--- config.mk ---
export PLATFORM = sky130hd
export DESIGN_NAME = masked_pattern_window_matcher
export DESIGN_NICKNAME = d
export VERILOG_FILES = /design/src/design/mpwm_pkg.sv /design/src/design/mpwm_compare.sv /design/src/design/masked_pattern_window_matcher.sv
export SDC_FILE = /design/constraint.sdc
export NUM_CORES = 2
export LEC_CHECK = 0
export BUFFER_PORTS_ARGS = -buffer_cell sky130_fd_sc_hd__buf_2
export CAP_MARGIN = 20
export CORE_AREA = 2 2 348 350
export CTS_CLUSTER_DIAMETER = 120
export DETAILED_ROUTE_END_ITERATION = 7
export DIE_AREA = 0 0 350 352
export GPL_TIMING_DRIVEN = 1
export SYNTH_ARGS = -nofsm -noshare
export SYNTH_HDL_FRONTEND = slang
export SYNTH_SLANG_ARGS = --single-unit
--- constraint.sdc ---
create_clock -name clock -period 8.1 [get_ports clock]
set_input_delay 0.405 -clock clock [delete_from_list [all_inputs] [get_ports clock]]
set_output_delay 0.405 -clock clock [all_outputs]
set_load 0.005 [all_outputs]
--- src/design/mpwm_pkg.sv ---
// Shared constants, register codes and types of the masked pattern window matcher.
package mpwm_pkg;

   localparam int PATTERN_MAX_DEFAULT   = 16;
   localparam int POSITION_BITS_DEFAULT = 25;

   localparam int PATTERN_BYTES = 16;
   localparam int PATTERN_BITS  = 8 * PATTERN_BYTES;
   localparam int LEN_BITS      = 5;
   localparam int OFFSET_BITS   = 24;
   localparam int CSR_DATA_BITS = 64;
   localparam int CSR_INDEX_BITS = 3;

   typedef enum logic [CSR_INDEX_BITS-1:0] {
      CSR_PATTERN_LOW    = 3'd0,
      CSR_PATTERN_HIGH   = 3'd1,
      CSR_MASK_LOW       = 3'd2,
      CSR_MASK_HIGH      = 3'd3,
      CSR_PATTERN_LENGTH = 3'd4,
      CSR_START_OFFSET   = 3'd5,
      CSR_END_OFFSET     = 3'd6
   } csr_index_type;

   typedef struct packed {
      logic [PATTERN_BITS-1:0] pattern;
      logic [PATTERN_BITS-1:0] mask;
      logic [LEN_BITS-1:0]     pattern_length;
      logic [OFFSET_BITS-1:0]  start_offset;
      logic [OFFSET_BITS-1:0]  end_offset;
   } cfg_type;

   typedef struct packed {
      logic hit;
      logic exhausted;
   } eval_type;

   typedef struct packed {
      logic matched;
      logic settled;
   } result_type;

endpackage

--- src/design/mpwm_compare.sv ---
// Masked window compare and offset range checks for one incoming byte.
module mpwm_compare
   import mpwm_pkg::*;
#(
   parameter int PATTERN_MAX   = PATTERN_MAX_DEFAULT,
   parameter int POSITION_BITS = POSITION_BITS_DEFAULT
) (
   input  cfg_type                          cfg,
   input  logic [PATTERN_MAX-1:0][7:0]      window,
   input  logic [POSITION_BITS-1:0]         count,
   input  logic                             known,
   output eval_type                         eval
);

   localparam int IDX_BITS = (PATTERN_MAX > 1) ? $clog2(PATTERN_MAX) : 1;
   localparam int CW = ((POSITION_BITS > OFFSET_BITS + 1) ? POSITION_BITS
                                                          : OFFSET_BITS + 1) + 1;

   logic [LEN_BITS-1:0]    len;
   logic [CW-1:0]          count_w;
   logic [CW-1:0]          len_w;
   logic [CW-1:0]          start_w;
   logic [CW-1:0]          end_w;
   logic [CW-1:0]          pos_w;
   logic [PATTERN_MAX-1:0] byte_ok;
   logic [LEN_BITS-1:0]    idx;
   logic                   in_range;

   // Clamp an over-long length to the window depth.
   assign len = (cfg.pattern_length > LEN_BITS'(PATTERN_MAX)) ? LEN_BITS'(PATTERN_MAX)
                                                              : cfg.pattern_length;

   assign count_w = CW'(count);
   assign len_w   = CW'(len);
   assign start_w = CW'(cfg.start_offset);
   assign end_w   = CW'(cfg.end_offset);
   assign pos_w   = count_w - len_w;

   // Byte i of the pattern lines up with the byte len-1-i beats back.
   always_comb begin
      for (int i = 0; i < PATTERN_MAX; i++) begin
         idx        = '0;
         byte_ok[i] = 1'b1;
         if (LEN_BITS'(i) < len) begin
            idx        = len - LEN_BITS'(i) - LEN_BITS'(1);
            byte_ok[i] = ((cfg.pattern[8*i +: 8] & cfg.mask[8*i +: 8]) ==
                          (window[idx[IDX_BITS-1:0]] & cfg.mask[8*i +: 8]));
         end
      end
   end

   assign in_range = known && (len != '0) && (count_w >= len_w) &&
                     (pos_w >= start_w) && (pos_w <= end_w);

   assign eval.hit       = in_range && (&byte_ok);
   assign eval.exhausted = (len == '0) || (end_w < start_w) || !known ||
                           (count_w >= end_w + len_w);

endmodule

--- src/design/masked_pattern_window_matcher.sv ---
// Top level of the masked pattern window matcher: registers, state and result queue.
//
//   channel   direction  handshake                    payload
//   req_      in         req_valid / req_ready        req_data_byte[7:0], req_is_last
//   rsp_      out        rsp_valid / rsp_ready        rsp_matched, rsp_settled
//   csr_      in         csr_write_enable             csr_index[2:0], csr_write_data[63:0]
//
// One byte is accepted per cycle while req_ready is high. The masked compare, the
// offset checks and the state update all happen in the cycle a beat is accepted;
// its result is registered in the output register, or in the skid entry behind a waiting result.
// A two-entry result queue (output register plus skid entry) keeps req_ready
// high while one result waits; req_ready drops only with both entries full.
// Synchronous reset clears the registers to their defaults, the byte window,
// position and match flag, and empties the result queue.
module masked_pattern_window_matcher
   import mpwm_pkg::*;
#(
   parameter int PATTERN_MAX   = PATTERN_MAX_DEFAULT,
   parameter int POSITION_BITS = POSITION_BITS_DEFAULT
) (
   input  logic                      clock,
   input  logic                      reset,
   input  logic                      req_valid,
   output logic                      req_ready,
   input  logic [7:0]                req_data_byte,
   input  logic                      req_is_last,
   output logic                      rsp_valid,
   input  logic                      rsp_ready,
   output logic                      rsp_matched,
   output logic                      rsp_settled,
   input  logic                      csr_write_enable,
   input  logic [CSR_INDEX_BITS-1:0] csr_index,
   input  logic [CSR_DATA_BITS-1:0]  csr_write_data
);

   cfg_type                     cfg_ff;
   cfg_type                     cfg_in;
   logic [PATTERN_MAX-1:0][7:0] recent_ff;
   logic [PATTERN_MAX-1:0][7:0] recent_in;
   logic [PATTERN_MAX-1:0][7:0] shifted;
   logic [POSITION_BITS-1:0]    pos_ff;
   logic [POSITION_BITS-1:0]    pos_in;
   logic [POSITION_BITS-1:0]    count;
   logic                        match_ff;
   logic                        match_in;
   logic                        match_now;
   logic                        known;
   eval_type                    eval;
   result_type                  result;
   result_type                  out_ff;
   result_type                  out_in;
   result_type                  skid_ff;
   result_type                  skid_in;
   logic                        out_valid_ff;
   logic                        out_valid_in;
   logic                        skid_valid_ff;
   logic                        skid_valid_in;
   logic                        push;
   logic                        pop;

   // Configuration writes; an index past the list is dropped.
   always_comb begin
      cfg_in = cfg_ff;
      if (csr_write_enable) begin
         unique case (csr_index_type'(csr_index))
            CSR_PATTERN_LOW:    cfg_in.pattern[63:0]    = csr_write_data;
            CSR_PATTERN_HIGH:   cfg_in.pattern[127:64]  = csr_write_data;
            CSR_MASK_LOW:       cfg_in.mask[63:0]       = csr_write_data;
            CSR_MASK_HIGH:      cfg_in.mask[127:64]     = csr_write_data;
            CSR_PATTERN_LENGTH: cfg_in.pattern_length   = csr_write_data[LEN_BITS-1:0];
            CSR_START_OFFSET:   cfg_in.start_offset     = csr_write_data[OFFSET_BITS-1:0];
            CSR_END_OFFSET:     cfg_in.end_offset       = csr_write_data[OFFSET_BITS-1:0];
            default: ;
         endcase
      end
   end

   always_ff @(posedge clock) begin
      if (reset) begin
         cfg_ff.pattern        <= '0;
         cfg_ff.mask           <= '1;
         cfg_ff.pattern_length <= '0;
         cfg_ff.start_offset   <= '0;
         cfg_ff.end_offset     <= '0;
      end else begin
         cfg_ff <= cfg_in;
      end
   end

   // Shift the new byte into the window; slot 0 is the newest.
   always_comb begin
      shifted[0] = req_data_byte;
      for (int k = 1; k < PATTERN_MAX; k++) begin
         shifted[k] = recent_ff[k-1];
      end
   end

   // Hold the position once it saturates: such bytes have no known place.
   assign known = (pos_ff != '1);
   assign count = known ? pos_ff + POSITION_BITS'(1) : pos_ff;

   mpwm_compare #(
      .PATTERN_MAX   (PATTERN_MAX),
      .POSITION_BITS (POSITION_BITS)
   ) u_compare (
      .cfg    (cfg_ff),
      .window (shifted),
      .count  (count),
      .known  (known),
      .eval   (eval)
   );

   assign match_now      = match_ff || eval.hit;
   assign result.matched = match_now;
   assign result.settled = match_now || eval.exhausted || req_is_last;

   assign push = req_valid && req_ready;
   assign pop  = out_valid_ff && rsp_ready;

   // Advance file state on each accepted beat; drop it all after the last byte.
   always_comb begin
      recent_in = recent_ff;
      pos_in    = pos_ff;
      match_in  = match_ff;
      if (push) begin
         if (req_is_last) begin
            recent_in = '0;
            pos_in    = '0;
            match_in  = 1'b0;
         end else begin
            recent_in = shifted;
            pos_in    = count;
            match_in  = match_now;
         end
      end
   end

   always_ff @(posedge clock) begin
      if (reset) begin
         recent_ff <= '0;
         pos_ff    <= '0;
         match_ff  <= 1'b0;
      end else begin
         recent_ff <= recent_in;
         pos_ff    <= pos_in;
         match_ff  <= match_in;
      end
   end

   // Result queue: output register in front, skid entry behind it.
   assign req_ready = !skid_valid_ff;

   always_comb begin
      out_in        = out_ff;
      skid_in       = skid_ff;
      out_valid_in  = out_valid_ff;
      skid_valid_in = skid_valid_ff;
      priority if (pop) begin
         if (skid_valid_ff) begin
            out_in        = skid_ff;
            skid_valid_in = 1'b0;
         end else if (push) begin
            out_in = result;
         end else begin
            out_valid_in = 1'b0;
         end
      end else if (push) begin
         if (!out_valid_ff) begin
            out_in       = result;
            out_valid_in = 1'b1;
         end else begin
            skid_in       = result;
            skid_valid_in = 1'b1;
         end
      end
   end

   always_ff @(posedge clock) begin
      if (reset) begin
         out_valid_ff  <= 1'b0;
         skid_valid_ff <= 1'b0;
      end else begin
         out_valid_ff  <= out_valid_in;
         skid_valid_ff <= skid_valid_in;
      end
   end

   always_ff @(posedge clock) begin
      out_ff  <= out_in;
      skid_ff <= skid_in;
   end

   assign rsp_valid   = out_valid_ff;
   assign rsp_matched = out_ff.matched;
   assign rsp_settled = out_ff.settled;

endmodule

* Word-level counts from Yosys, hierarchy flattened
Index checks and enable logic that the tools add are counted.
** Cells by class
- Multiplexer cells :: 62
- Multiply operators :: 0
- Order comparisons :: 38
- Divide/modulo/power cells :: 0
- Add/sub/neg operators :: 33
- Reduce and logical (&&, ||, !) cells :: 33
- Bitwise operators :: 33
- Eq/ne operators :: 26
- Shift operators :: 0
** Operators with widths (count)
- 8-bit binary-select mux with 4-bit select :: 16
- 8-bit AND :: 32
- 8-bit == test :: 16
- 8-bit 2-to-1 mux :: 16
- 120-bit 2-to-1 mux :: 1
- 4-bit by 5-bit < comparator with 1-bit output, second input constant :: 16
- 4-bit by 1-bit subtractor with 4-bit output, second input constant :: 16
- 25-bit 2-to-1 mux :: 2
- 4-bit by 5-bit < comparator with 1-bit output, first input constant :: 8
- 4-bit subtractor, second input constant :: 8
- 25-bit by 26-bit greater-or-equal comparator with 1-bit output :: 1
- 26-bit by 24-bit greater-or-equal comparator with 1-bit output :: 1
- 26-bit by 24-bit less-or-equal comparator with 1-bit output :: 1
- 25-bit by 5-bit subtractor with 26-bit output :: 1
- 24-bit by 5-bit adder with 25-bit output :: 1
- 25-bit by 1-bit adder with 25-bit output, second input constant :: 1
- 25-bit by 5-bit greater-or-equal comparator with 1-bit output :: 1
- 25-bit inequality test, second input constant :: 1
- 24-bit < comparator :: 1
- 1-bit 2-to-1 mux :: 21
- 3-bit by 5-bit < comparator with 1-bit output, first input constant :: 4
- 16-bit AND reduction :: 1
- 2-bit AND reduction :: 8
- 4-bit by 3-bit subtractor with 4-bit output, second input constant :: 4
- 21 further kinds :: 47
** Word-level totals
- Memories :: 0
- ROM bits :: 0
- Output and inout port bits :: 4
- Register bits :: 461
- Bits in writable memories :: 0
- Latch bits :: 0

* Depth between registers and ports, before layout
- Word-level depth :: 17
- Mapped depth :: 31

* Hierarchy
Synthesis repeated with hierarchy kept, for this count alone.
** Second synthesis, totals
- Cells, all modules :: 3979
- Area, all modules :: 32841.5 µm²
** Modules (own cells, without submodules)
- masked_pattern_window_matcher :: area each 16957.5 µm², cells each 2133, sequential area each 9268.9 µm², times used 1
- mpwm_compare :: area each 15884.0 µm², cells each 1846, sequential area each 0.0 µm², times used 1

* Least setup slack after synthesis
OpenSTA, ideal clock, no wires.
- Path type :: flip-flop to flip-flop
- Start point :: reg pos_ff[0]
- End point :: reg match_ff
- Arrival time :: 5.916 ns
- Data required time :: 8.021 ns
- Path buffers :: 0
- Cell stages (with the launch flop) :: 29
- Setup time :: 0.079 ns
- Path slack :: 2.105 ns
- Cells stage by stage :: dfxtp_1 ha_1 inv_1 nor4_4 nand2_1 mux2_2 ha_1 nor2b_1 o21ai_0 a21boi_0 o21ai_0 nand2b_1 nor2_1 nand3_1 or3_1 nor2_1 xor2_1 ha_1 and4_1 nand3_1 nor3_1 a32oi_1 and2_0 a221oi_1 o221ai_1 a2111oi_2 o2111a_1 a31oi_1 a211oi_2
** Between the ends
- Cells in the longest elaborated chain, start to end :: 9
- Elaborated cells between the ends (all ways) :: 14
- Classes of those cells :: add/sub (2); order compare (3); eq/ne (1); mux (2); reduce/logical (6)
** Ends and longest elaborated chain
- start, declared :: RTL line masked_pattern_window_matcher.sv:41 : logic [POSITION_BITS-1:0] pos_ff;
- start signal, assigned :: RTL line masked_pattern_window_matcher.sv:145 : pos_ff <= pos_in;
- 25-bit by 1-bit adder with 25-bit output or 25-bit inequality test (tied branches) :: RTL line masked_pattern_window_matcher.sv:100, masked_pattern_window_matcher.sv:99
- 25-bit 2-to-1 mux :: RTL line masked_pattern_window_matcher.sv:100 : assign count = known ? pos_ff + POSITION_BITS'(1) : pos_ff;
- 25-bit by 5-bit subtractor with 26-bit output or 25-bit by 5-bit greater-or-equal comparator with 1-bit output (tied branches) :: RTL line mpwm_compare.sv:37, mpwm_compare.sv:52
- 26-bit by 24-bit greater-or-equal comparator with 1-bit output or 1-bit logical AND (tied branches) :: RTL line mpwm_compare.sv:53, mpwm_compare.sv:52
- 1-bit logical AND :: RTL line mpwm_compare.sv:52 : assign in_range = known && (len != '0) && (count_w >= len_w) &&
- 1-bit logical AND (*) :: RTL line mpwm_compare.sv:53 : (pos_w >= start_w) && (pos_w <= end_w);
- 1-bit logical AND (*) :: RTL line mpwm_compare.sv:55 : assign eval.hit = in_range && (&byte_ok);
- 1-bit logical OR (*) :: RTL line masked_pattern_window_matcher.sv:113 : assign match_now = match_ff || eval.hit;
- 1-bit 2-to-1 mux (*) :: RTL line masked_pattern_window_matcher.sv:126 : if (req_is_last) begin
- end signal, assigned :: RTL line masked_pattern_window_matcher.sv:146 : match_ff <= match_in;
- end, declared :: RTL line masked_pattern_window_matcher.sv:44 : logic match_ff;
Every way passes the cells marked *; elsewhere a longest branch is shown, timed or not.
A chain may end at the register's enable or synchronous reset.

==> results.json <==
{
  "min_period_ns": 7.30,
  "drt_iter0_markers": 4273,
  "die_w_um": 350,
  "avgRoutedWirePerCell_um": 24.7,
  "synthesis.area_um2": 35500,
  "yosysUniqueCellTypes": 102,
  "viasPerCell": 5.77,
  "place_congestion": 1.02,
  "yosys_warnings": 0,
  "core_um2": 119000,
  "grt_pass1_wl_um": 214000,
  "synth_nets": 4561,
  "ys_seq_area_share_pct": 26.1,
  "cts_max_level": 2,
  "ioPinCount": 85,
  "timing.final.crit_share_pct": 90.1,
  "place_hpwl_um": 104000,
  "hold_end": "cfg_ff[141]",
  "clk_latency_ns": 0.64,
  "cp-start-kind": "register",
  "r2r_end": "rsp_settled",
  "fillers": 12600,
  "fin_util_pct": 32.6,
  "syn_to_final_growth_pct": 9.46,
  "ys_seq_elements": 461,
  "die_h_um": 352,
  "cp_slowest_cell": "nor4_2",
  "critPathMaxFanout": 10,
  "synth-async-reset-ratio_pct": 0,
  "cap_violations": 0,
  "totalWireLength_um": 145000,
  "final_common_cell": "nand2_1",
  "outcome": "finished clean",
  "finalPower_mw": 5.73,
  "ant_nets": 0,
  "end_kind": "register",
  "cts_tree": "done",
  "avgSynthCellArea_um2": 8.14,
  "initial_core_util_pct": 29.8,
  "final_nets": 4412,
  "rsz0062_at_grt": "false",
  "dp_cells": 5770,
  "power_leakage_nw": 14.4,
  "clock.fmax_mhz": 137,
  "slowest_delay_ns": 0.63,
  "rows": 127,
  "die-area_um2": 123000,
  "drc": 0,
  "hold_viol": 0,
  "clockRootBuffer": "clkbuf_16",
  "drt_first_pass_iters": 6,
  "grt_max_degree": 207,
  "drive_above_1_share_pct": 11.5,
  "relSlewSlack_pct": 20.7,
  "ys.flop_type": "dfxtp_1",
  "cts_num_sinks": 461,
  "timing.setup.tns_ns": 0,
  "stdcell_count": 5866,
  "antenna_found_initial": 12,
  "skew_ns": 0.0148,
  "vias": 33800,
  "crit_buf_inv": 0,
  "r2r_start": "pos_ff[3]",
  "place_ws_ns": 0.955,
  "hold_path.class": "in -> reg",
  "worst_slew_pin_slew_ns": 1.19,
  "synth_cells": 4361,
  "worstPathArrival_ns": 7.78,
  "peakVddDrop_v": 0.000146,
  "maxSlewViolCount": 0,
  "cts_setup_buffers": 0,
  "mostFrequentLayoutCells": "nand2_1 (935), dfxtp_1 (455), a21oi_1 (366)",
  "grt_pass1_vias": 31200,
  "finalSetupViolations": 0,
  "grt_use_total_pct": 22.7,
  "reg2reg_slack_ns": 0.80,
  "cp_top_family": "simple AND/OR/NAND/NOR gates",
  "synth_edf_count": 4,
  "crit_type": "reg -> reg",
  "min_path_cells": 3,
  "layout_setup_ws_ns": 0.799,
  "hold_start": "csr_write_data[24]",
  "gr-total-overflow": 0,
  "clk_path_buf_depth": 3,
  "cts_buffers": 51,
  "cellPowerDensity_nw_per_um2": 147,
  "path_clk_slew_ns": 0.07,
  "reg2reg_depth": 27,
  "portBuffers": 84,
  "required_ns": 8.58
}
-- kinds of logic after synthesis --
group           count (synthesis)  share of synthesized area (%)
simple gates                 1702                           23.2
compound gates                821                           15.0
mux                           511                           18.6
flops                         461                           26.1
buf+inv                       455                           5.50
xor+xnor                      291                           7.34
fa+ha+maj                     120                           4.26
-- registers in the layout, summed over array words and instances, names as in the netlist --
register       count
cfg_ff           309
recent_ff        120
pos_ff            25
skid_ff            2
match_ff           1
rsp_matched        1
rsp_settled        1
rsp_valid          1
skid_valid_ff      1
-- repair_timing --
action,CTS,global route
hold buffers,1,0
setup endpoints to repair,0,0
gates resized for setup,0,0
endpoints found under the hold margin,1,0
-- cell usage after synthesis (12+ instances only) --
library cell  number  area, µm²
a21oi_1          368       1840
nor4_1            17        106
nor3b_1           17        128
xnor2_1          187       1640
nand4_1           49        307
o2111ai_1         16        140
a22oi_1           66        495
o22ai_1           21        131
a21o_1            19        143
nand3_1           87        435
a211oi_1          35        263
o21ai_0           62        310
a2111oi_0         13        114
mux2i_1          347       3470
o221ai_1          15        131
mux4_2           114       2570
a2bb2oi_1         14        123
ha_1             117       1460
a221oi_1          28        245
and3_1            23        144
buf_2             82        410
buf_4             15        113
and2_1            16        100
nand2b_1          29        181
xor2_1           100        876
or3_1             12       75.1
dfxtp_1          457       9150
a31oi_1           31        194
a22o_1            12        105
o211ai_1          24        180
inv_1             74        278
buf_1             31        116
nor3_1            50        250
nor2b_1           25        156
mux2_2            50        563
nand2_1          937       3520
nand3b_1         253       1900
nor2_1           148        556
clkbuf_1         235        882
-- cell type report --
cell class | count | area [µm²] | share of cell area [%]
multi-input combinational | 3445 | 24400 | 62.8
timing repair buffer | 173 | 1140 | 2.94
antenna | 3 | 7.51 | 0.0193
tap | 1612 | 2020 | 5.19
clock buffer | 62 | 1400 | 3.60
clock inverter | 30 | 300 | 0.772
sequential | 461 | 9270 | 23.9
inverter | 80 | 307 | 0.789
-- worst register-to-register path, cell delays in order (launching register included) --
cell and delay (ns):
dfxtp_1 0.45, nand4_2 0.24, nor4_2 0.64, nand2_1 0.45
mux2_2 0.44, ha_1 0.29, nor2b_1 0.12, o21ai_0 0.21
a21boi_0 0.17, o21ai_0 0.20, nand2b_1 0.11, nor2_1 0.19
nand3_1 0.30, or3_1 0.48, nor2_1 0.14, xor2_1 0.11
ha_1 0.32, and4_1 0.20, nand3_1 0.11, nor3_1 0.26
a32oi_1 0.15, and2_0 0.17, a221oi_1 0.38, o221ai_1 0.22
a2111oi_2 0.23, o2111a_1 0.27, a21oi_2 0.10, a31oi_1 0.18
-- per-stage QoR --
stage	hold WS, ns	cell area [µm²]
2_1_floorplan	0.432	35500
3_3_place_gp	0.441	37100
3_5_place_dp	0.450	37200
4_1_cts	0.00272	38900
5_1_grt	0.0305	38900
6_report	0.0255	38900
-- report_power, final --
group / switching (mW) / internal, mW
clock: 1.05 / 1.36
combinational: 0.605 / 0.340
sequential: 0.0525 / 2.32
-- worst max path at each step --
stage	startpoint	end	slack (ns)	cells past startpoint
6_report	pos_ff[3]	rsp_settled	0.80	27
5_1_grt	pos_ff[2]	rsp_settled	0.33	27
4_1_cts	pos_ff[2]	rsp_settled	0.91	27
3_5_place_dp	pos_ff[2]	rsp_settled	0.95	27
3_3_place_gp	pos_ff[2]	rsp_settled	1.08	27
2_1_floorplan	pos_ff[0]	match_ff	2.11	28
-- per-layer routing --
layer	vias up	wire length, µm	GRT usage, %
met3	323	13800	4.58
met4	4	7530	10.3
met1	16400	60400	31.0
met5	-	27	0
met2	1802	62800	34.3
li1	15300	-	-
Note: power is estimated with default switching activity, not from simulation.
